## src/hw/rtl/pps_pkg.sv

```systemverilog
// ----------------------------------------------------------------------------
// pps_pkg
// Shared types, constants and tables of the pure pursuit steering block.
// ----------------------------------------------------------------------------
package pps_pkg;

	localparam int PPS_MAX_WAYPOINTS = 256;

	// field widths
	localparam int REG_W   = 31;   // configuration registers, unsigned Q15.16
	localparam int POS_W   = 32;   // positions, signed Q15.16
	localparam int DELTA_W = 33;   // position differences
	localparam int DIST_W  = 34;   // distances out of the hypot unit
	localparam int QUAT_W  = 16;   // quaternion components, Q1.14
	localparam int SPEED_W = 16;   // speeds, Q7.8
	localparam int ANGLE_W = 16;   // internal angles Q13, sines Q14
	localparam int STEER_W = 15;   // steering output, Q1.13
	localparam int IDX_W   = 8;    // target index output
	localparam int QPROD_W = 34;   // quaternion products for the yaw operands
	localparam int NUM_W   = 48;   // 2*L*sin numerator

	// CORDIC datapath
	localparam int CW_W         = 56;
	localparam int ANG_W        = 21;   // Q16 radian accumulator
	localparam int CORDIC_STEPS = 17;
	localparam int STEP_W       = 5;
	localparam int NORM_BIT     = 40;   // operands are scaled up to reach 2^40
	localparam int NORM_COARSE  = 32;   // below 2^32 a shift by 8 stays short of it

	localparam logic signed [ANG_W-1:0]   PI_Q16      = 21'sd205887;
	localparam logic signed [ANG_W-1:0]   HALF_PI_Q16 = 21'sd102944;
	localparam logic signed [ANGLE_W:0]   PI_Q13      = 17'sd25736;
	localparam logic signed [ANGLE_W:0]   TWO_PI_Q13  = 17'sd51472;
	localparam logic signed [ANGLE_W-1:0] STEER_LIMIT = 16'sd12868;
	localparam logic signed [CW_W-1:0]    GAIN_Q30    = 56'sd652032874;
	localparam logic signed [CW_W-1:0]    SIN_LIMIT   = 56'sd16384;
	localparam logic signed [CW_W-1:0]    HALF_Q16    = 56'sd32768;

	// isqrt
	localparam int ROOT_STEPS = 32;
	localparam int ROOT_W     = 5;
	localparam int SQ_W       = 64;

	// configuration reset values
	localparam logic [REG_W-1:0] HORIZON_RST   = 31'd393216;
	localparam logic [REG_W-1:0] WHEELBASE_RST = 31'd122421;
	localparam logic [REG_W-1:0] ARRIVE_RST    = 31'd32768;

	typedef enum logic [1:0] {
		CFG_HORIZON   = 2'd0,
		CFG_WHEELBASE = 2'd1,
		CFG_ARRIVE    = 2'd2
	} cfg_reg_t;

	typedef enum logic {
		MODE_POSE     = 1'b0,
		MODE_WAYPOINT = 1'b1
	} item_mode_t;

	typedef struct packed {
		logic start;
		logic vec;     // 1: vectoring atan2, 0: rotation sine
	} cordic_req_t;

	typedef enum logic [1:0] {
		C_IDLE,
		C_NORM,
		C_ITER,
		C_FIN
	} cordic_state_t;

	typedef enum logic [2:0] {
		H_IDLE,
		H_SQA,
		H_SQB,
		H_ROOT,
		H_FIN
	} hypot_state_t;

	typedef enum logic [4:0] {
		S_IDLE,
		S_POSE_N,
		S_POSE_D,
		S_POSE_GO,
		S_POSE_WAIT,
		S_WP,
		S_SEG_WAIT,
		S_WP_END,
		S_TGT_GO,
		S_TGT_WAIT,
		S_ARRIVE,
		S_BEAR_GO,
		S_BEAR_WAIT,
		S_SIN_GO,
		S_SIN_WAIT,
		S_MUL,
		S_STEER_GO,
		S_STEER_WAIT,
		S_DONE
	} seq_state_t;

	// atan(2^-i) in Q16 radians
	function automatic logic signed [ANG_W-1:0] atan_q16(input logic [STEP_W-1:0] step);
		logic signed [ANG_W-1:0] a;
		unique case (step)
			5'd0:    a = 21'sd51472;
			5'd1:    a = 21'sd30386;
			5'd2:    a = 21'sd16055;
			5'd3:    a = 21'sd8150;
			5'd4:    a = 21'sd4091;
			5'd5:    a = 21'sd2047;
			5'd6:    a = 21'sd1024;
			5'd7:    a = 21'sd512;
			5'd8:    a = 21'sd256;
			5'd9:    a = 21'sd128;
			5'd10:   a = 21'sd64;
			5'd11:   a = 21'sd32;
			5'd12:   a = 21'sd16;
			5'd13:   a = 21'sd8;
			5'd14:   a = 21'sd4;
			5'd15:   a = 21'sd2;
			5'd16:   a = 21'sd1;
			default: a = 21'sd0;
		endcase
		return a;
	endfunction

endpackage

```

## src/hw/rtl/pps_hypot.sv

```systemverilog
// ----------------------------------------------------------------------------
// pps_hypot
// Distance unit: prescale, two squares, then a bit-pair integer square root.
// ----------------------------------------------------------------------------
module pps_hypot import pps_pkg::*; (
	input  logic                      clk,
	input  logic                      arst_n,
	input  logic                      start,
	input  logic signed [DELTA_W-1:0] dx,
	input  logic signed [DELTA_W-1:0] dy,
	output logic                      done,
	output logic [DIST_W-1:0]         distance
);

	hypot_state_t state_q, state_d;
	logic [DELTA_W-1:0] a, b, ab;
	logic [1:0]         s_d;
	logic [REG_W-1:0]   a_q, b_q;
	logic [1:0]         s_q;
	logic [SQ_W-1:0]    v_q, r_q, bitv, t;
	logic [ROOT_W-1:0]  k_q;

	always_ff @(posedge clk or negedge arst_n) begin
		if (!arst_n) begin
			state_q <= H_IDLE;
		end else begin
			state_q <= state_d;
		end
	end

	always_comb begin
		a  = dx[DELTA_W-1] ? DELTA_W'(-dx) : DELTA_W'(dx);
		b  = dy[DELTA_W-1] ? DELTA_W'(-dy) : DELTA_W'(dy);
		ab = a | b;
		if (ab[DELTA_W-1]) begin
			s_d = 2'd2;
		end else if (ab[DELTA_W-2]) begin
			s_d = 2'd1;
		end else begin
			s_d = 2'd0;
		end
		bitv = SQ_W'(1) << {k_q, 1'b0};
		t    = r_q + bitv;
	end

	always_comb begin
		state_d = state_q;
		unique case (state_q)
			H_IDLE:  if (start) state_d = H_SQA;
			H_SQA:   state_d = H_SQB;
			H_SQB:   state_d = H_ROOT;
			H_ROOT:  if (k_q == '0) state_d = H_FIN;
			H_FIN:   state_d = H_IDLE;
			default: state_d = H_IDLE;
		endcase
	end

	always_ff @(posedge clk) begin
		unique case (state_q)
			H_IDLE: begin
				a_q <= REG_W'(a >> s_d);
				b_q <= REG_W'(b >> s_d);
				s_q <= s_d;
			end
			H_SQA: begin
				v_q <= SQ_W'(a_q * a_q);
			end
			H_SQB: begin
				v_q <= v_q + SQ_W'(b_q * b_q);
				r_q <= '0;
				k_q <= ROOT_W'(ROOT_STEPS - 1);
			end
			H_ROOT: begin
				if (v_q >= t) begin
					v_q <= v_q - t;
					r_q <= (r_q >> 1) + bitv;
				end else begin
					r_q <= r_q >> 1;
				end
				k_q <= k_q - 1'b1;
			end
			default: begin
			end
		endcase
	end

	assign done     = (state_q == H_FIN);
	assign distance = DIST_W'(r_q[POS_W-1:0]) << s_q;

endmodule

```

## config.mk

```make
export PLATFORM = sky130hd
export DESIGN_NAME = pps_hypot
export DESIGN_NICKNAME = d
export VERILOG_FILES = /design/src/hw/rtl/pps_pkg.sv /design/src/hw/rtl/pps_hypot.sv
export SDC_FILE = /design/constraint.sdc
export NUM_CORES = 2
export LEC_CHECK = 0
export ABC_AREA = 0
export BUFFER_PORTS_ARGS = -buffer_cell sky130_fd_sc_hd__buf_2
export CAP_MARGIN = 0
export CORE_ASPECT_RATIO = 1.2
export CORE_MARGIN = 2
export CORE_UTILIZATION = 40
export CTS_CLUSTER_SIZE = 10
export DETAILED_ROUTE_END_ITERATION = 16
export PLACE_DENSITY = 0.63
export RECOVER_POWER = 50
export SKIP_CTS_REPAIR_TIMING = 1
export SYNTH_ARGS = -nofsm -noshare
export SYNTH_HDL_FRONTEND = slang
export SYNTH_SLANG_ARGS = --single-unit
```

## constraint.sdc

```tcl
create_clock -name clk -period 11.1 [get_ports clk]
set_clock_uncertainty 0.15 [all_clocks]
set_input_delay 1.11 -clock clk [delete_from_list [all_inputs] [get_ports clk]]
set_output_delay 1.11 -clock clk [all_outputs]
set_load 0.03 [all_outputs]
```

# After elaboration in Yosys (flattened, before gate mapping)
# Index checks and enable logic that the tools add are counted.
# W data, S select, Z words.
# word_totals
regBits	200
in_bits	69
out_inout_bits	35
wordCells	47
# op_classes
add_sub_neg	7
multipliers	2
order_cmp	1
eq_ne	7
shift	4
n_mux	12
bitwise_logic	1
n_reduce_logical	6
# ops
op	n
$pmux W64 S3	1
$mux W64	2
$pmux W64 S2	1
$mul A31 B31 Y62	2
$mux W33	2
$neg A33 Y33	2
$shr A33 B2 Y31	2
$add A63 B64 Y64	1
$add A64 B62 Y64	1
$add A64 B64 Y64	1
$ge A64 B64 Y1	1
$shl A1 B6 Y64 const A	1
$sub A64 B64 Y64	1
$shl A32 B2 Y34	1
$or A33 B33 Y33	1
$pmux W3 S4	1
$pmux W5 S2	1
$eq A3 B2 Y1 const B	2
$mux W3	2
$ne A2 B2 Y1 const B	3
$logic_not A5 Y1	1
$sub A5 B1 Y5 const B	1
$reduce_and A2 Y1	2
$eq A3 B1 Y1 const B	1
6 further kinds	6

# Longest topological paths before layout
# depth
depth_word	6
depth_mapped	30
depth_no_buf	27

# Worst setup path before layout
# Ideal clock, no wire load.
# synth_path
path_type	register -> register
from	reg k_q[3]
to	reg v_q[0], enable pin
setup_time_ps	524
arrival_ps	8569
required_time_ps	10426
setup_slack_ps	1856
stages_incl_launch_ff	27
path_buffers	4
period_less_slack_ps	9244
cell_sequence	edfxtp_1 -> or2_2 -> clkbuf_1 -> nor2_1 -> ha_1 -> ha_1 -> a21oi_1 -> o21ai_0 -> a21oi_1 -> o21ai_0 -> a21oi_1 -> o31a_1 -> o211ai_1 -> a21o_1 -> o21ai_0 -> xor2_1 -> ha_1 -> clkbuf_1 -> and3_1 -> and2_1 -> nand3b_1 -> nor4b_1 -> nand3_1 -> and2_1 -> clkbuf_1 -> clkbuf_1 -> a31oi_1
# synth_between
elab_chain_len	5
# synth_lines
item	line_no	rtl
start: declaration	pps_hypot.sv:21	logic [ROOT_W-1:0] k_q;
start signal: assignment	pps_hypot.sv:71	k_q <= ROOT_W'(ROOT_STEPS - 1);
start signal: assignment	pps_hypot.sv:80	k_q <= k_q - 1'b1;
$shl A1 B6 Y64	pps_hypot.sv:42	bitv = SQ_W'(1) << {k_q, 1'b0};
$add A64 B64 Y64	pps_hypot.sv:43	t = r_q + bitv;
$ge A64 B64 Y1	pps_hypot.sv:74	if (v_q >= t) begin
$ne A2 B2 Y1 (no line)	-	
$reduce_and A2 Y1 (no line)	-	
end signal: assignment	pps_hypot.sv:66	v_q <= SQ_W'(a_q * a_q);
end signal: assignment	pps_hypot.sv:69	v_q <= v_q + SQ_W'(b_q * b_q);
end signal: assignment	pps_hypot.sv:75	v_q <= v_q - t;
end: declaration	pps_hypot.sv:20	logic [SQ_W-1:0] v_q, r_q, bitv, t;
# No other way between the ends.
# A chain may end at the register's enable or synchronous reset.

# Worst setup path after layout
# layout_path
from	reg a_q[14]
to	reg v_q[40], data pin
# layout_between
elab_chain_len	2
# layout_lines
item	line_no	rtl
start: declaration	pps_hypot.sv:18	logic [REG_W-1:0] a_q, b_q;
start signal: assignment	pps_hypot.sv:61	a_q <= REG_W'(a >> s_d);
$mul A31 B31 Y62	pps_hypot.sv:66	
$pmux W64 S3	pps_hypot.sv:59	unique case (state_q)
# No other way between the ends.

==> summary.txt <==
Drt
  – Drt first pass iters: 6
  – Initial DRC count: just over 4000
  – Avg WL per Cell: 22.5 um
  – Residual DRC count: 0
  – Final wirelength: 243000 um
  – Post-route ant nets: 0
  – Vias post-DR: approximately 59000
  – Vias/cell: 5.43

Worst setup path
  – CP arrival: 10.61 ns
  – Worst reg2reg path depth: 25
  – Crit path max fanout: 23
  – Element type at the critical path end: flip-flop
  – Critical Path Sink: v_q[40]
  – Startpoint Class: flip-flop
  – R2r setup slk: about 0.64 ns
  – Critical path required time: about 11 ns
  – CP Launch Point: a_q[14]
  – Critical R2R Launch: a_q[14]
  – CP Class: flip-flop to flip-flop
  – RR Endpoint: v_q[40]

Logic synthesis
  – Predominant post-synthesis flop cell: edfxtp_1
  – Synth unique cells: 87
  – Syn_area_per_cell: 9.03 um^2
  – Ranking of synthesized cells by area: fa_1 (41%), ha_1 (11%), inv_1 (9.2%)
  – Syn Inst Count: ~8400
  – Number of flops mapped to enable cells by yosys: 197
  – #FFs+latches synth: 200
  – Syn Std Cell Area: 0.0760 mm^2
  – Net Count, Synth: between 10000 and 15000
  – Yosys top cell area share: 40.8%
  – Synth warnings: 0
  – Post-synthesis async set-or-reset flop share: 1.50%
  – Synth area leader: fa_1
  – Sequential area share after synthesis: 7.88%

Timing
  – Tightest Pin Transition: 3.93 ns
  – Crit share post-route: 94.2%
  – Final Slew Violations: just under 500
  – Worst relative slew slack: -162%
  – Tmin final: 10.46 ns
  – FMAX: 95.6 MHz
  – Unrepaired setup endpoints after global routing: false
  – Hold Violations, Final: 0
  – Setup-failing EPs final: 0
  – Setup TNS Final: 0 ns

Status
  – Failing checks: max-capacitance violations, max-slew violations
  – Status: finished, violations left

Final layout
  – Layout cells sized above 1: 3.96%
  – Area Growth Syn to Fin: 4.74%
  – Layout fillers: 18700
  – Nets@finish: between 10000 and 15000
  – Cell area after layout: 0.0796 mm^2
  – Util after Layout: 42.1%

Clock tree
  – Max clock buf depth: 2
  – CTS tree: built
  – Clock latency on the worst-skew pair: between 0.5 and 0.6 ns
  – Clk root buf: clkbuf_16
  – CTS H-tree depth: 4
  – Clk slew on worst S/H paths: about 0.12 ns
  – Num CTS Buffers: 17
  – CTS sink cnt: 200

Global route
  – Total track usage: between 20% and 30%
  – Global-route wire length before repair: 380000 um
  – Pin count of the biggest net entering global routing: 65
  – Antenna violations before repair: 4
  – Grt ovf: 0
  – Number of global-route vias before repair: 63800

Floorplan
  – Initial Util: 40.2%
  – Area of the die: 0.194 mm^2
  – Die Height: between 400 and 500 um
  – Core region area: 0.189 mm^2
  – IO Count: 104
  – Row count: 175
  – Chip width: 402 um

Placed design
  – Buffers on Ports: just over 100
  – Hpwl dp: 206000 um
  – Placed inst area: 0.0791 mm^2
  – Global placement routability congestion: just over 1

Power and ir drop
  – Peak supply drop: 0.244 mV
  – Comb pwr share: 81.5%
  – Power Dens Cells: 196 mW/mm^2
  – Clock network fraction of total power: 4.8%
  – Pint: roughly 6.5 mW
  – Sw Share: 58.2%
  – P_leak: 39.6 nW
  – Switching pwr: about 9.1 mW
  – Seq pwr share: a little over an eighth

Flow run
  – Max-cap violations: 10

Min path
  – Hold Crit Class: input pin to async pin
## per-layer routing
metal,wire length [um],share of wire [%],global-route usage [%]
met5,0,0,0
met4,15500,6.4,13.8
met2,120000,49,44.9
met3,13400,5.5,3.23
met1,94500,39,30.9
## per-stage QoR
step | hold WS, ns | cells | setup WS [ns] | power [mW]
after global placement | 0.337 | 10800 | 0.872 | 14.6
after floorplan | 0.292 | 8421 | 1.86 | 10.8
final | 0.204 | 10800 | 0.643 | 15.6
after detailed placement | 0.348 | 10800 | 0.931 | 14.6
after global routing | 0.203 | 10800 | 0.248 | 16.9
after CTS | 0.155 | 10800 | 0.896 | 15.5
## power groups by stage
stage	Combinational [mW]	Sequential, mW	Clock [mW]
2_1_floorplan	9.08	1.69	0
3_3_place_gp	12.5	2.12	0
3_5_place_dp	12.4	2.13	0
4_1_cts	12.6	2.11	0.766
5_1_grt	13.9	2.16	0.781
6_report	12.7	2.14	0.751
## cell type report
cell class                 count  area (um^2)  area share, %
multi-input combinational   5996        61600           77.3
inverter                    1870         7020           8.82
sequential                   200         5990           7.53
tap                         2478         3100           3.89
timing repair buffer         214         1290           1.63
clock buffer                  17          425          0.534
clock inverter                15          205          0.258
antenna                        4         10.0         0.0126
## critical path: stages, from the launching register on
cell and delay [ns]:
edfxtp_1 0.33, buf_4 0.36, clkinv_1 0.65, nor2_1 0.45, fa_1 0.47, fa_1 0.45
fa_1 0.57, inv_1 0.06, fa_1 0.47, inv_1 0.05, fa_1 0.48, fa_1 0.46
fa_1 0.45, fa_1 0.53, ha_1 0.49, nand4_1 0.20, nor4_1 0.51, nand2_1 0.11
o311ai_0 0.58, buf_4 0.23, o21ai_0 0.15, a21oi_1 0.62, xnor2_1 0.28, o32ai_1 0.16
a31oi_1 0.70, o21ai_0 0.19
## flip-flops by register name, summed over array words and instances, names as in the netlist
signal	count
b_q	31
r_q	64
v_q	64
state_q	3
k_q	5
a_q	31
s_q	2
## how the worst min path moves through the flow
stage / slack, ns / to / cells after the start / from
floorplan: 0.29 / state_q[0] / 1 / state_q[2]
global placement: 0.34 / state_q[0] / 1 / state_q[2]
detailed placement: 0.35 / state_q[0] / 1 / state_q[2]
CTS: 0.15 / state_q[2] / 1 / arst_n
global route: 0.20 / state_q[1] / 1 / arst_n
finish: 0.20 / state_q[1] / 1 / arst_n
## logic make-up (layout without fill, tap and decap cells)
logic type	count (synthesis)	count (layout)	share of synthesized area [%]
compound gates	1204	1204	10.3
fa+ha+maj	2229	2229	52.0
other cells	0	4	0
simple gates	2112	2112	13.0
buf+inv	2225	2116	11.1
mux	57	57	1.20
flops	200	200	7.88
xor+xnor	394	394	4.54
## cell usage after synthesis (20+ instances only)
cell type / n
ha_1: 678
mux2i_1: 24
or2_2: 22
inv_1: 1857
nor4_1: 20
a31oi_1: 92
and3_1: 35
nand4_1: 81
or4_1: 20
a31o_2: 59
xor2_1: 219
and2_1: 356
o21a_1: 32
fa_1: 1550
a22oi_1: 33
edfxtp_1: 197
xnor2_1: 175
o21ai_0: 260
nor2_1: 401
or3_1: 22
nand2b_1: 42
o211ai_1: 35
o21bai_1: 77
o221ai_1: 21
mux4_2: 26
nor2b_1: 37
a21oi_1: 290
a21o_1: 98
nor3_1: 57
clkbuf_1: 331
nand3_1: 61
a211oi_1: 45
o31ai_1: 33
nand2_1: 924
## cell usage in the layout (no fill, tap or decap), types with 18 or more instances in the layout
cell	Yosys	routed
inv_1	1857	1856
fa_1	1550	1550
nand2_1	924	923
ha_1	678	678
nor2_1	401	400
and2_1	356	355
a21oi_1	290	290
o21ai_0	260	260
xor2_1	219	219
edfxtp_1	197	197
xnor2_1	175	175
buf_4	2	100
a21o_1	98	98
a31oi_1	92	91
nand4_1	81	81
o21bai_1	77	77
buf_2	10	67
nand3_1	61	62
a31o_2	59	57
nor3_1	57	56
a211oi_1	45	45
clkbuf_1	331	45
nand2b_1	42	42
nor2b_1	37	38
and3_1	35	35
o211ai_1	35	35
o31ai_1	33	33
a22oi_1	33	33
o21a_1	32	32
mux4_2	26	26
mux2i_1	24	24
or3_1	22	23
or4_1	20	22
or2_2	22	22
o221ai_1	21	21
nor4_1	20	21
a21boi_0	18	18
Note: power is estimated with default switching activity, not from simulation.
