==> src/hw/rtl/pps_pkg.sv <==
// ----------------------------------------------------------------------------
// pps_pkg
// Shared types, constants and tables of the pure pursuit steering block.
// ----------------------------------------------------------------------------
package pps_pkg;

	localparam int PPS_MAX_WAYPOINTS = 256;

	// field widths
	localparam int REG_W   = 31;   // configuration registers, unsigned Q15.16
	localparam int POS_W   = 32;   // positions, signed Q15.16
	localparam int DELTA_W = 33;   // position differences
	localparam int DIST_W  = 34;   // distances out of the hypot unit
	localparam int QUAT_W  = 16;   // quaternion components, Q1.14
	localparam int SPEED_W = 16;   // speeds, Q7.8
	localparam int ANGLE_W = 16;   // internal angles Q13, sines Q14
	localparam int STEER_W = 15;   // steering output, Q1.13
	localparam int IDX_W   = 8;    // target index output
	localparam int QPROD_W = 34;   // quaternion products for the yaw operands
	localparam int NUM_W   = 48;   // 2*L*sin numerator

	// CORDIC datapath
	localparam int CW_W         = 56;
	localparam int ANG_W        = 21;   // Q16 radian accumulator
	localparam int CORDIC_STEPS = 17;
	localparam int STEP_W       = 5;
	localparam int NORM_BIT     = 40;   // operands are scaled up to reach 2^40
	localparam int NORM_COARSE  = 32;   // below 2^32 a shift by 8 stays short of it

	localparam logic signed [ANG_W-1:0]   PI_Q16      = 21'sd205887;
	localparam logic signed [ANG_W-1:0]   HALF_PI_Q16 = 21'sd102944;
	localparam logic signed [ANGLE_W:0]   PI_Q13      = 17'sd25736;
	localparam logic signed [ANGLE_W:0]   TWO_PI_Q13  = 17'sd51472;
	localparam logic signed [ANGLE_W-1:0] STEER_LIMIT = 16'sd12868;
	localparam logic signed [CW_W-1:0]    GAIN_Q30    = 56'sd652032874;
	localparam logic signed [CW_W-1:0]    SIN_LIMIT   = 56'sd16384;
	localparam logic signed [CW_W-1:0]    HALF_Q16    = 56'sd32768;

	// isqrt
	localparam int ROOT_STEPS = 32;
	localparam int ROOT_W     = 5;
	localparam int SQ_W       = 64;

	// configuration reset values
	localparam logic [REG_W-1:0] HORIZON_RST   = 31'd393216;
	localparam logic [REG_W-1:0] WHEELBASE_RST = 31'd122421;
	localparam logic [REG_W-1:0] ARRIVE_RST    = 31'd32768;

	typedef enum logic [1:0] {
		CFG_HORIZON   = 2'd0,
		CFG_WHEELBASE = 2'd1,
		CFG_ARRIVE    = 2'd2
	} cfg_reg_t;

	typedef enum logic {
		MODE_POSE     = 1'b0,
		MODE_WAYPOINT = 1'b1
	} item_mode_t;

	typedef struct packed {
		logic start;
		logic vec;     // 1: vectoring atan2, 0: rotation sine
	} cordic_req_t;

	typedef enum logic [1:0] {
		C_IDLE,
		C_NORM,
		C_ITER,
		C_FIN
	} cordic_state_t;

	typedef enum logic [2:0] {
		H_IDLE,
		H_SQA,
		H_SQB,
		H_ROOT,
		H_FIN
	} hypot_state_t;

	typedef enum logic [4:0] {
		S_IDLE,
		S_POSE_N,
		S_POSE_D,
		S_POSE_GO,
		S_POSE_WAIT,
		S_WP,
		S_SEG_WAIT,
		S_WP_END,
		S_TGT_GO,
		S_TGT_WAIT,
		S_ARRIVE,
		S_BEAR_GO,
		S_BEAR_WAIT,
		S_SIN_GO,
		S_SIN_WAIT,
		S_MUL,
		S_STEER_GO,
		S_STEER_WAIT,
		S_DONE
	} seq_state_t;

	// atan(2^-i) in Q16 radians
	function automatic logic signed [ANG_W-1:0] atan_q16(input logic [STEP_W-1:0] step);
		logic signed [ANG_W-1:0] a;
		unique case (step)
			5'd0:    a = 21'sd51472;
			5'd1:    a = 21'sd30386;
			5'd2:    a = 21'sd16055;
			5'd3:    a = 21'sd8150;
			5'd4:    a = 21'sd4091;
			5'd5:    a = 21'sd2047;
			5'd6:    a = 21'sd1024;
			5'd7:    a = 21'sd512;
			5'd8:    a = 21'sd256;
			5'd9:    a = 21'sd128;
			5'd10:   a = 21'sd64;
			5'd11:   a = 21'sd32;
			5'd12:   a = 21'sd16;
			5'd13:   a = 21'sd8;
			5'd14:   a = 21'sd4;
			5'd15:   a = 21'sd2;
			5'd16:   a = 21'sd1;
			default: a = 21'sd0;
		endcase
		return a;
	endfunction

endpackage

==> src/hw/rtl/pps_cordic.sv <==
// ----------------------------------------------------------------------------
// pps_cordic
// Iterative CORDIC: atan2 by vectoring, sine by rotation, one step a cycle.
// ----------------------------------------------------------------------------
module pps_cordic import pps_pkg::*; (
	input  logic                      clk,
	input  logic                      arst_n,
	input  cordic_req_t               req,
	input  logic signed [CW_W-1:0]    x_in,
	input  logic signed [CW_W-1:0]    y_in,
	input  logic signed [ANGLE_W-1:0] ang_in,
	output logic                      done,
	output logic signed [ANGLE_W-1:0] result
);

	cordic_state_t state_q, state_d;
	logic signed [CW_W-1:0]  x_q, x_d, y_q, y_d, xs, ys;
	logic signed [ANG_W-1:0] z_q, z_d, za, zr;
	logic [STEP_W-1:0]       i_q, i_d;
	logic                    vec_q, vec_d, up;
	logic [CW_W-1:0]         ax, ay, m;
	logic signed [CW_W-1:0]  yr;

	always_ff @(posedge clk or negedge arst_n) begin
		if (!arst_n) begin
			state_q <= C_IDLE;
		end else begin
			state_q <= state_d;
		end
	end

	always_ff @(posedge clk) begin
		x_q   <= x_d;
		y_q   <= y_d;
		z_q   <= z_d;
		i_q   <= i_d;
		vec_q <= vec_d;
	end

	always_comb begin
		state_d = state_q;
		x_d     = x_q;
		y_d     = y_q;
		z_d     = z_q;
		i_d     = i_q;
		vec_d   = vec_q;
		xs      = x_q >>> i_q;
		ys      = y_q >>> i_q;
		up      = vec_q ? !y_q[CW_W-1] : z_q[ANG_W-1];
		ax      = x_q[CW_W-1] ? -x_q : x_q;
		ay      = y_q[CW_W-1] ? -y_q : y_q;
		m       = (ax > ay) ? ax : ay;
		za      = $signed({{(ANG_W-ANGLE_W-3){ang_in[ANGLE_W-1]}}, ang_in, 3'b000});
		unique case (state_q)
			C_IDLE: begin
				if (req.start) begin
					vec_d = req.vec;
					i_d   = '0;
					if (req.vec) begin
						x_d     = x_in;
						y_d     = y_in;
						z_d     = '0;
						state_d = C_NORM;
						if (x_in == '0 && y_in == '0) begin
							state_d = C_FIN;
						end else if (x_in[CW_W-1]) begin
							// pre-rotate by pi into the right half plane
							z_d = y_in[CW_W-1] ? -PI_Q16 : PI_Q16;
							x_d = -x_in;
							y_d = -y_in;
						end
					end else begin
						// fold the angle into [-pi/2, pi/2]
						if (za > HALF_PI_Q16) begin
							z_d = PI_Q16 - za;
						end else if (za < -HALF_PI_Q16) begin
							z_d = -PI_Q16 - za;
						end else begin
							z_d = za;
						end
						x_d     = GAIN_Q30;
						y_d     = '0;
						state_d = C_ITER;
					end
				end
			end
			C_NORM: begin
				if (m[CW_W-1:NORM_BIT] != '0) begin
					state_d = C_ITER;
				end else if (m[NORM_BIT-1:NORM_COARSE] == '0) begin
					x_d = x_q <<< (NORM_BIT - NORM_COARSE);
					y_d = y_q <<< (NORM_BIT - NORM_COARSE);
				end else begin
					x_d = x_q <<< 1;
					y_d = y_q <<< 1;
				end
			end
			C_ITER: begin
				if (up) begin
					x_d = x_q + ys;
					y_d = y_q - xs;
					z_d = z_q + atan_q16(i_q);
				end else begin
					x_d = x_q - ys;
					y_d = y_q + xs;
					z_d = z_q - atan_q16(i_q);
				end
				if (i_q == STEP_W'(CORDIC_STEPS - 1)) begin
					state_d = C_FIN;
				end else begin
					i_d = i_q + 1'b1;
				end
			end
			C_FIN: begin
				state_d = C_IDLE;
			end
			default: begin
				state_d = C_IDLE;
			end
		endcase
	end

	// round the results: Q16 angle to Q13, Q30 sine to Q14 with clamp
	always_comb begin
		zr = z_q + 21'sd4;
		yr = (y_q + HALF_Q16) >>> 16;
		if (vec_q) begin
			result = ANGLE_W'(zr >>> 3);
		end else if (yr > SIN_LIMIT) begin
			result = ANGLE_W'(SIN_LIMIT);
		end else if (yr < -SIN_LIMIT) begin
			result = ANGLE_W'(-SIN_LIMIT);
		end else begin
			result = ANGLE_W'(yr);
		end
	end

	assign done = (state_q == C_FIN);

endmodule

==> config.mk <==
export PLATFORM = sky130hd
export DESIGN_NAME = pps_cordic
export DESIGN_NICKNAME = d
export VERILOG_FILES = /design/src/hw/rtl/pps_pkg.sv /design/src/hw/rtl/pps_cordic.sv
export SDC_FILE = /design/constraint.sdc
export NUM_CORES = 2
export LEC_CHECK = 0
export BUFFER_PORTS_ARGS = -buffer_cell sky130_fd_sc_hd__buf_2
export CAP_MARGIN = 20
export CORE_UTILIZATION = 40
export CTS_BUF_LIST = sky130_fd_sc_hd__clkbuf_4
export DETAILED_ROUTE_END_ITERATION = 6
export GPL_TIMING_DRIVEN = 0
export PLACE_DENSITY_LB_ADDON = 0.12
export SYNTH_ARGS = -nofsm -noshare
export SYNTH_HDL_FRONTEND = slang
export SYNTH_SLANG_ARGS = --single-unit
==> constraint.sdc <==
create_clock -name clk -period 14.1 [get_ports clk]
set_input_delay 0 -clock clk [delete_from_list [all_inputs] [get_ports clk]]
set_output_delay 0 -clock clk [all_outputs]
set_load 0.02 [all_outputs]
# After elaboration in Yosys (flattened, before gate mapping)
# Memories as Yosys holds them, arrays and structs flattened. A register that Yosys moved wholly into a read port is not among the register bits.
# Cells that the tools add are included.
# classes
n_addsub	15
mul	0
div	0
n_reduce_logical	14
n_shift	2
eq_ne	9
bitwise_logic	0
order_cmp	5
muxes	47
# op_table
operator	count
$mux W56	17
$pmux W56 S3	2
$mux W21	12
$neg A56 Y56	4
$add A56 B56 Y56	2
$logic_not A56 Y1	2
$sshr A56 B5 Y56	2
$sub A56 B56 Y56	2
$add A56 B17 Y56 const B	1
$gt A56 B56 Y1	1
$mux W16	3
$pmux W21 S2	1
$gt A40 B16 Y1 const B	1
$lt A40 B15 Y1 const B	1
$sub A19 B19 Y20 const A	2
$add A21 B21 Y21	1
$sub A21 B21 Y21	1
$mux W5	4
$add A19 B4 Y19 const B	1
$gt A19 B18 Y1 const B	1
$lt A19 B18 Y1 const B	1
$reduce_bool A16 Y1	1
$mux W2	5
$ne A2 B2 Y1 const B	5
other kinds (15)	19
# word_totals
n_memories	2
reg_bits	141
ramBits	0
inputBits	132
out_inout_bits	17
latchBits	0
word_cells	100
mem_bits_ro	1024
# mem_list
name	depth	word_bits	read_ports	rd_clocked_by_memory_dff	wr	line_no	rtl
(no name shown)	32	16	1	1	0	pps_pkg.sv:105	unique case (step)
(no name shown)	32	16	1	1	0	pps_pkg.sv:105	

# Longest topological paths before layout
# depth
ltp_word	8
ltp_mapped	31
mapped_depth_nobuf	24

# Worst setup path after synthesis
# Ideal clock, no wire load.
# synth_timing
path_kind	register -> register
from	register x_q[29]
to	register x_q[0], enable pin
arrival_ns	13.023
path_stages_with_launch	20
required_ns	13.337
period_less_slack_ns	13.786
setup_time_ns	0.763
path_slack_ns	0.314
n_path_buf	3
path_cell_list	edfxtp_1 clkbuf_1 or3_1 or4_1 clkbuf_1 or4b_1 or3_1 clkbuf_1 o31ai_1 xnor2_1 ha_1 nand2_1 nor3_1 nand4_1 nor2_1 nor2_1 a21oi_1 and2_0 mux2_4 a221oi_1
# synth_between
elab_chain_len	7
# synth_lines
element	line_no	rtl
start, declared	pps_cordic.sv:17	logic signed [CW_W-1:0] x_q, x_d, y_q, y_d, xs, ys;
start signal, assigned	pps_cordic.sv:33	x_q <= x_d;
$neg A56 Y56	pps_cordic.sv:50	ax = x_q[CW_W-1] ? -x_q : x_q;
$mux W56 (*)	pps_cordic.sv:50	
$gt A56 B56 Y1	pps_cordic.sv:52	m = (ax > ay) ? ax : ay;
$mux W56 (*)	pps_cordic.sv:52	
$reduce_bool A16 Y1 (*)	pps_cordic.sv:88	if (m[CW_W-1:NORM_BIT] != '0) begin
$ne A2 B2 Y1 (no source line) (*)	n/a	
$reduce_and A3 Y1 (no source line) (*)	n/a	
# Mark *: on every way between the ends. The rest lies on a longest branch, timed or not.
# A chain may end at the register's enable or synchronous reset.

# Worst setup path in the final report
# layout_timing
from	register i_q[1]
to	register x_q[48], data pin
# layout_between
elab_chain_len	4
word_cells_on_any_way	5
cone_classes	add/sub: 2; shift: 1; mux: 2
# layout_lines
element	line_no	rtl
start, declared	pps_cordic.sv:19	logic [STEP_W-1:0] i_q, i_d;
start signal, assigned	pps_cordic.sv:36	i_q <= i_d;
$sshr A56 B5 Y56 (*)	pps_cordic.sv:48	ys = y_q >>> i_q;
$sub A56 B56 Y56 or $add A56 B56 Y56 (tied branches)	pps_cordic.sv:104, pps_cordic.sv:100	
$mux W56 (*)	pps_cordic.sv:99	if (up) begin
$pmux W56 S3 (*)	pps_cordic.sv:54	unique case (state_q)
named net x_d[48]	pps_cordic.sv:17	
# Mark *: on every way through the listed nets, which the timed path passes. The rest lies on a longest branch.

==> metrics.txt <==
# TYPE chip_impl_metric gauge
chip_impl_info{name="run_status",value="finished, violations left"} 1
chip_impl_info{name="violations_in_the_final_reports",value="DRC, slew limit"} 1
chip_impl_info{name="critical-path-slowest-cell",value="sky130_fd_sc_hd__a222oi_1"} 1
chip_impl_metric{name="route.detailed.drc",unit=""} 5
chip_impl_metric{name="yosys.area_share.simple",unit="%"} 19.1
chip_impl_metric{name="worst_slack_at_placement",unit="ps"} 3600
chip_impl_metric{name="antenna_left",unit=""} 0
chip_impl_info{name="cts_tree",value="done"} 1
chip_impl_metric{name="syn-cell-area",unit="µm²"} 36200
chip_impl_metric{name="initial_antenna_violation_count",unit=""} 27
chip_impl_metric{name="async_flop_share",unit="%"} 1.27
chip_impl_metric{name="final.fill_count",unit=""} 8929
chip_impl_metric{name="netlist-cell-type-count",unit=""} 108
chip_impl_metric{name="multi_input_area",unit="µm²"} 29700
chip_impl_info{name="nature_of_the_critical_path_endpoint",value="flop"} 1
chip_impl_metric{name="floorplan.die.width",unit="µm"} 303
chip_impl_metric{name="clock_pin_slew_of_the_registers_on_the_worst_case_setup_and_hold_paths",unit="ps"} 280
chip_impl_metric{name="clock_tree.buffer_depth",unit=""} 2
chip_impl_metric{name="detailedRoute.firstIterationViolations",unit=""} 7926
chip_impl_metric{name="reg2reg_setup_slack",unit="ps"} 2600
chip_impl_metric{name="cts_repair_resize_count",unit=""} 0
chip_impl_metric{name="cts_buffers",unit=""} 17
chip_impl_metric{name="synth.yosys.warnings",unit=""} 0
chip_impl_metric{name="final_critical_path_share_of_the_clock_period",unit="%"} 81.5
chip_impl_info{name="synth_top_family_by_area",value="compound AO/OA/AOI/OAI gates"} 1
chip_impl_metric{name="timing.max_cap.violations",unit=""} 0
chip_impl_metric{name="vias_per_cell",unit=""} 7.35
chip_impl_metric{name="synth_xor_area_share",unit="%"} 11.9
chip_impl_info{name="unrepaired_setup_endpoints_after_global_routing",value="no"} 1
chip_impl_metric{name="timing.final.ws_setup",unit="ps"} 2600
chip_impl_metric{name="gp_weighted_congestion",unit=""} 1.18
chip_impl_info{name="netlist.top_cell.by_area",value="sky130_fd_sc_hd__edfxtp_1"} 1
chip_impl_metric{name="critical_path_buf_inv_count",unit=""} 5
chip_impl_metric{name="syn_inst",unit=""} 4569
chip_impl_metric{name="worstMarginPinSlew",unit="ps"} 1570
chip_impl_metric{name="hold_violation_total_from_the_final_report",unit=""} 0
chip_impl_metric{name="syn2layout_area_growth",unit="%"} 15.8
chip_impl_metric{name="synth-seq-cells",unit=""} 157
chip_impl_metric{name="syn_area_per_cell",unit="µm²"} 7.92
chip_impl_metric{name="cts_num_sinks",unit=""} 157
chip_impl_metric{name="post-route-min-period",unit="ps"} 11500
chip_impl_metric{name="initial_core_util",unit="%"} 40.6
chip_impl_metric{name="cts_htree_levels",unit=""} 4
chip_impl_metric{name="critical_path_at",unit="ps"} 12190
chip_impl_metric{name="setup_viol",unit=""} 0
chip_impl_metric{name="grt_pass1_wl",unit="µm"} 348000
chip_impl_info{name="timing.hold.worst.class",value="in2reg"} 1
chip_impl_metric{name="number_of_nets_in_the_finished_design",unit=""} 5370
chip_impl_info{name="timing_worst_setup_path_type",value="reg2reg"} 1
chip_impl_metric{name="post_synth_edffs",unit=""} 139
chip_impl_metric{name="floorplan.die_area",unit="µm²"} 91700
chip_impl_metric{name="layout-drive-gt1-share",unit="%"} 12.6
chip_impl_metric{name="first_global_vias",unit=""} 41100
chip_impl_metric{name="placement.io_buffers",unit=""} 138
chip_impl_metric{name="fmax",unit="MHz"} 87.0
chip_impl_metric{name="overflow",unit=""} 0
chip_impl_metric{name="yosys.area_share.adder",unit="%"} 7.67
chip_impl_metric{name="floorplan.die.height",unit="µm"} 303
chip_impl_info{name="synth.cells.most_frequent",value="426 x sky130_fd_sc_hd__nand2_1, 304 x sky130_fd_sc_hd__xnor2_1, 297 x sky130_fd_sc_hd__a21oi_1, 286 x sky130_fd_sc_hd__nor2_1, 284 x sky130_fd_sc_hd__o21ai_0"} 1
chip_impl_info{name="dominantRegCellSynth",value="sky130_fd_sc_hd__edfxtp_1"} 1
chip_impl_metric{name="area.sequential",unit="µm²"} 4540
chip_impl_metric{name="wl_per_cell",unit="µm"} 42.4
chip_impl_metric{name="finalClockSkew",unit="ps"} 93.7
chip_impl_metric{name="detailedPlacementHpwl",unit="µm"} 204000
chip_impl_metric{name="detail_route.first_pass.iterations",unit=""} 7
chip_impl_info{name="most_common_cell_in_the_synthesized_netlist",value="sky130_fd_sc_hd__nand2_1"} 1
chip_impl_metric{name="timing.final.max_slew_violations",unit=""} 3
chip_impl_metric{name="synth-compound-area-share",unit="%"} 25.3
chip_impl_metric{name="post_synthesis_net_count",unit=""} 4921
chip_impl_metric{name="detailed_place.area",unit="µm²"} 39100
chip_impl_metric{name="routed_wirelength",unit="µm"} 264000
chip_impl_info{name="cts_root_buf",value="sky130_fd_sc_hd__clkbuf_4"} 1
chip_impl_info{name="startpoint_type",value="flop"} 1
chip_impl_info{name="synth_area_leaders",value="sky130_fd_sc_hd__edfxtp_1 12%, sky130_fd_sc_hd__mux4_2 8.6%, sky130_fd_sc_hd__ha_1 7.5%, sky130_fd_sc_hd__xnor2_1 7.4%, sky130_fd_sc_hd__mux2i_1 5.9%"} 1
chip_impl_metric{name="synth_top_area_share",unit="%"} 11.5
chip_impl_metric{name="worst-endpoint-required",unit="ps"} 14790
chip_impl_info{name="cell_type_group_with_the_largest_total_delay_on_the_critical_path",value="compound AO/OA/AOI/OAI gates"} 1
chip_impl_metric{name="core.rowCount",unit=""} 109
chip_impl_metric{name="fin_area",unit="µm²"} 41900
chip_impl_metric{name="area_of_the_core_region",unit="µm²"} 89100
chip_impl_metric{name="worstSkewPairLatency",unit="ps"} 960
chip_impl_metric{name="synth.mux.area_fraction",unit="%"} 17.9
chip_impl_metric{name="grt_start_max_net_pins",unit=""} 19
chip_impl_metric{name="ios",unit=""} 149
chip_impl_metric{name="seq_total_area_yosys",unit="%"} 12.6
chip_impl_metric{name="relSlewSlack",unit="%"} -4.55
chip_impl_metric{name="via_count",unit=""} 45700
chip_impl_metric{name="cpPeakStageDelay",unit="ps"} 1290
chip_impl_metric{name="grt.total_usage",unit="%"} 56.1
chip_impl_metric{name="worst-path-max-fanout",unit=""} 10
final timing paths:
kind	from	end	cells after the start
worst max-delay path	i_q[1]	x_q[48]	26
worst min-delay path	y_in[1]	y_q[1]	4
worst max register to register	i_q[1]	x_q[48]	26
worst min register to register	state_q[0]	state_q[0]	1
max in group asynchronous	arst_n	state_q[1]	4
min in group asynchronous	arst_n	state_q[0]	4
logic make-up after synthesis:
| kind of cell | after synthesis |
|---|---|
| mux | 460 |
| buf+inv | 479 |
| flops | 157 |
| fa+ha+maj | 220 |
| compound gates | 1375 |
| simple gates | 1385 |
| xor+xnor | 493 |
per-layer routing:
metal	GRT usage, %	up-vias	routed length (µm)
li1	-	18300	-
met5	4.55	-	671
met3	29.2	1018	41000
met1	65.5	22300	95400
met2	75.1	4107	101000
met4	46.0	36	25800
worst reg2reg max path, delay by kind of cell, from the launching register on:
family	cells	cell delay (ps)
compound gates	9	4550
mux	2	730
simple gates	6	1610
xor+xnor	2	410
buf+inv	5	2670
fa+ha+maj	2	760
flops	1	590
cell usage in the layout, fill, tap and decap left out, types with 35 or more instances in the layout:
| cell | netlist | final |
|---|---|---|
| sky130_fd_sc_hd__nand3_1 | 113 | 113 |
| sky130_fd_sc_hd__dlygate4sd3_1 | 0 | 233 |
| sky130_fd_sc_hd__o221ai_1 | 54 | 54 |
| sky130_fd_sc_hd__o31ai_1 | 86 | 86 |
| sky130_fd_sc_hd__o21ai_0 | 284 | 283 |
| sky130_fd_sc_hd__and2_1 | 41 | 41 |
| sky130_fd_sc_hd__nor2_1 | 286 | 284 |
| sky130_fd_sc_hd__nor2b_1 | 56 | 55 |
| sky130_fd_sc_hd__buf_1 | 39 | 37 |
| sky130_fd_sc_hd__clkbuf_1 | 278 | 258 |
| sky130_fd_sc_hd__xnor2_1 | 304 | 304 |
| sky130_fd_sc_hd__nand2_1 | 426 | 426 |
| sky130_fd_sc_hd__a22oi_1 | 53 | 53 |
| sky130_fd_sc_hd__or4_1 | 38 | 38 |
| sky130_fd_sc_hd__a21o_1 | 100 | 100 |
| sky130_fd_sc_hd__buf_8 | 0 | 35 |
| sky130_fd_sc_hd__o41ai_1 | 44 | 44 |
| sky130_fd_sc_hd__nor4_1 | 35 | 35 |
| sky130_fd_sc_hd__buf_2 | 41 | 185 |
| sky130_fd_sc_hd__a31oi_1 | 52 | 52 |
| sky130_fd_sc_hd__mux2_2 | 104 | 104 |
| sky130_fd_sc_hd__o21a_1 | 42 | 42 |
| sky130_fd_sc_hd__ha_1 | 217 | 217 |
| sky130_fd_sc_hd__mux4_2 | 138 | 138 |
| sky130_fd_sc_hd__xor2_1 | 188 | 188 |
| sky130_fd_sc_hd__nand2b_1 | 60 | 60 |
| sky130_fd_sc_hd__mux2i_1 | 215 | 215 |
| sky130_fd_sc_hd__edfxtp_1 | 139 | 139 |
| sky130_fd_sc_hd__and3_1 | 39 | 39 |
| sky130_fd_sc_hd__nor3_1 | 80 | 80 |
| sky130_fd_sc_hd__inv_1 | 86 | 86 |
| sky130_fd_sc_hd__a21oi_1 | 297 | 297 |
| sky130_fd_sc_hd__nand4_1 | 63 | 63 |
| sky130_fd_sc_hd__or3_1 | 46 | 46 |
| sky130_fd_sc_hd__o22ai_1 | 38 | 38 |
layout make-up:
cell class	instances	area share, %
diodes	28	0.167
plain buffers	388	4.03
clock buffers	19	0.340
clock inverters	13	0.352
inverters	91	0.815
multi-input cells	3933	70.8
flip-flops and latches	157	10.8
well taps	1165	3.48
repair buffers	430	9.14
per-stage QoR:
step	std cells	util (%)	hold slack (ps)	TNS (ps)
after floorplan	4569	-	-296	0
after global placement	5872	43.1	-208	-1086870
after detailed placement	5918	43.9	-201	0
after CTS	6183	46.8	15.1	0
after global routing	6200	47.0	110	0
final	6224	47.1	80.7	0
repair_timing:
item	in CTS	in global routing
hold buffers	233	0
buffers inserted	0	0
setup endpoints to repair	0	0
endpoints found under the hold margin	191	0
Power is left out: the tool's default activity adds up to more than one toggle a clock period on the data nets, which glitch-free logic cannot reach.
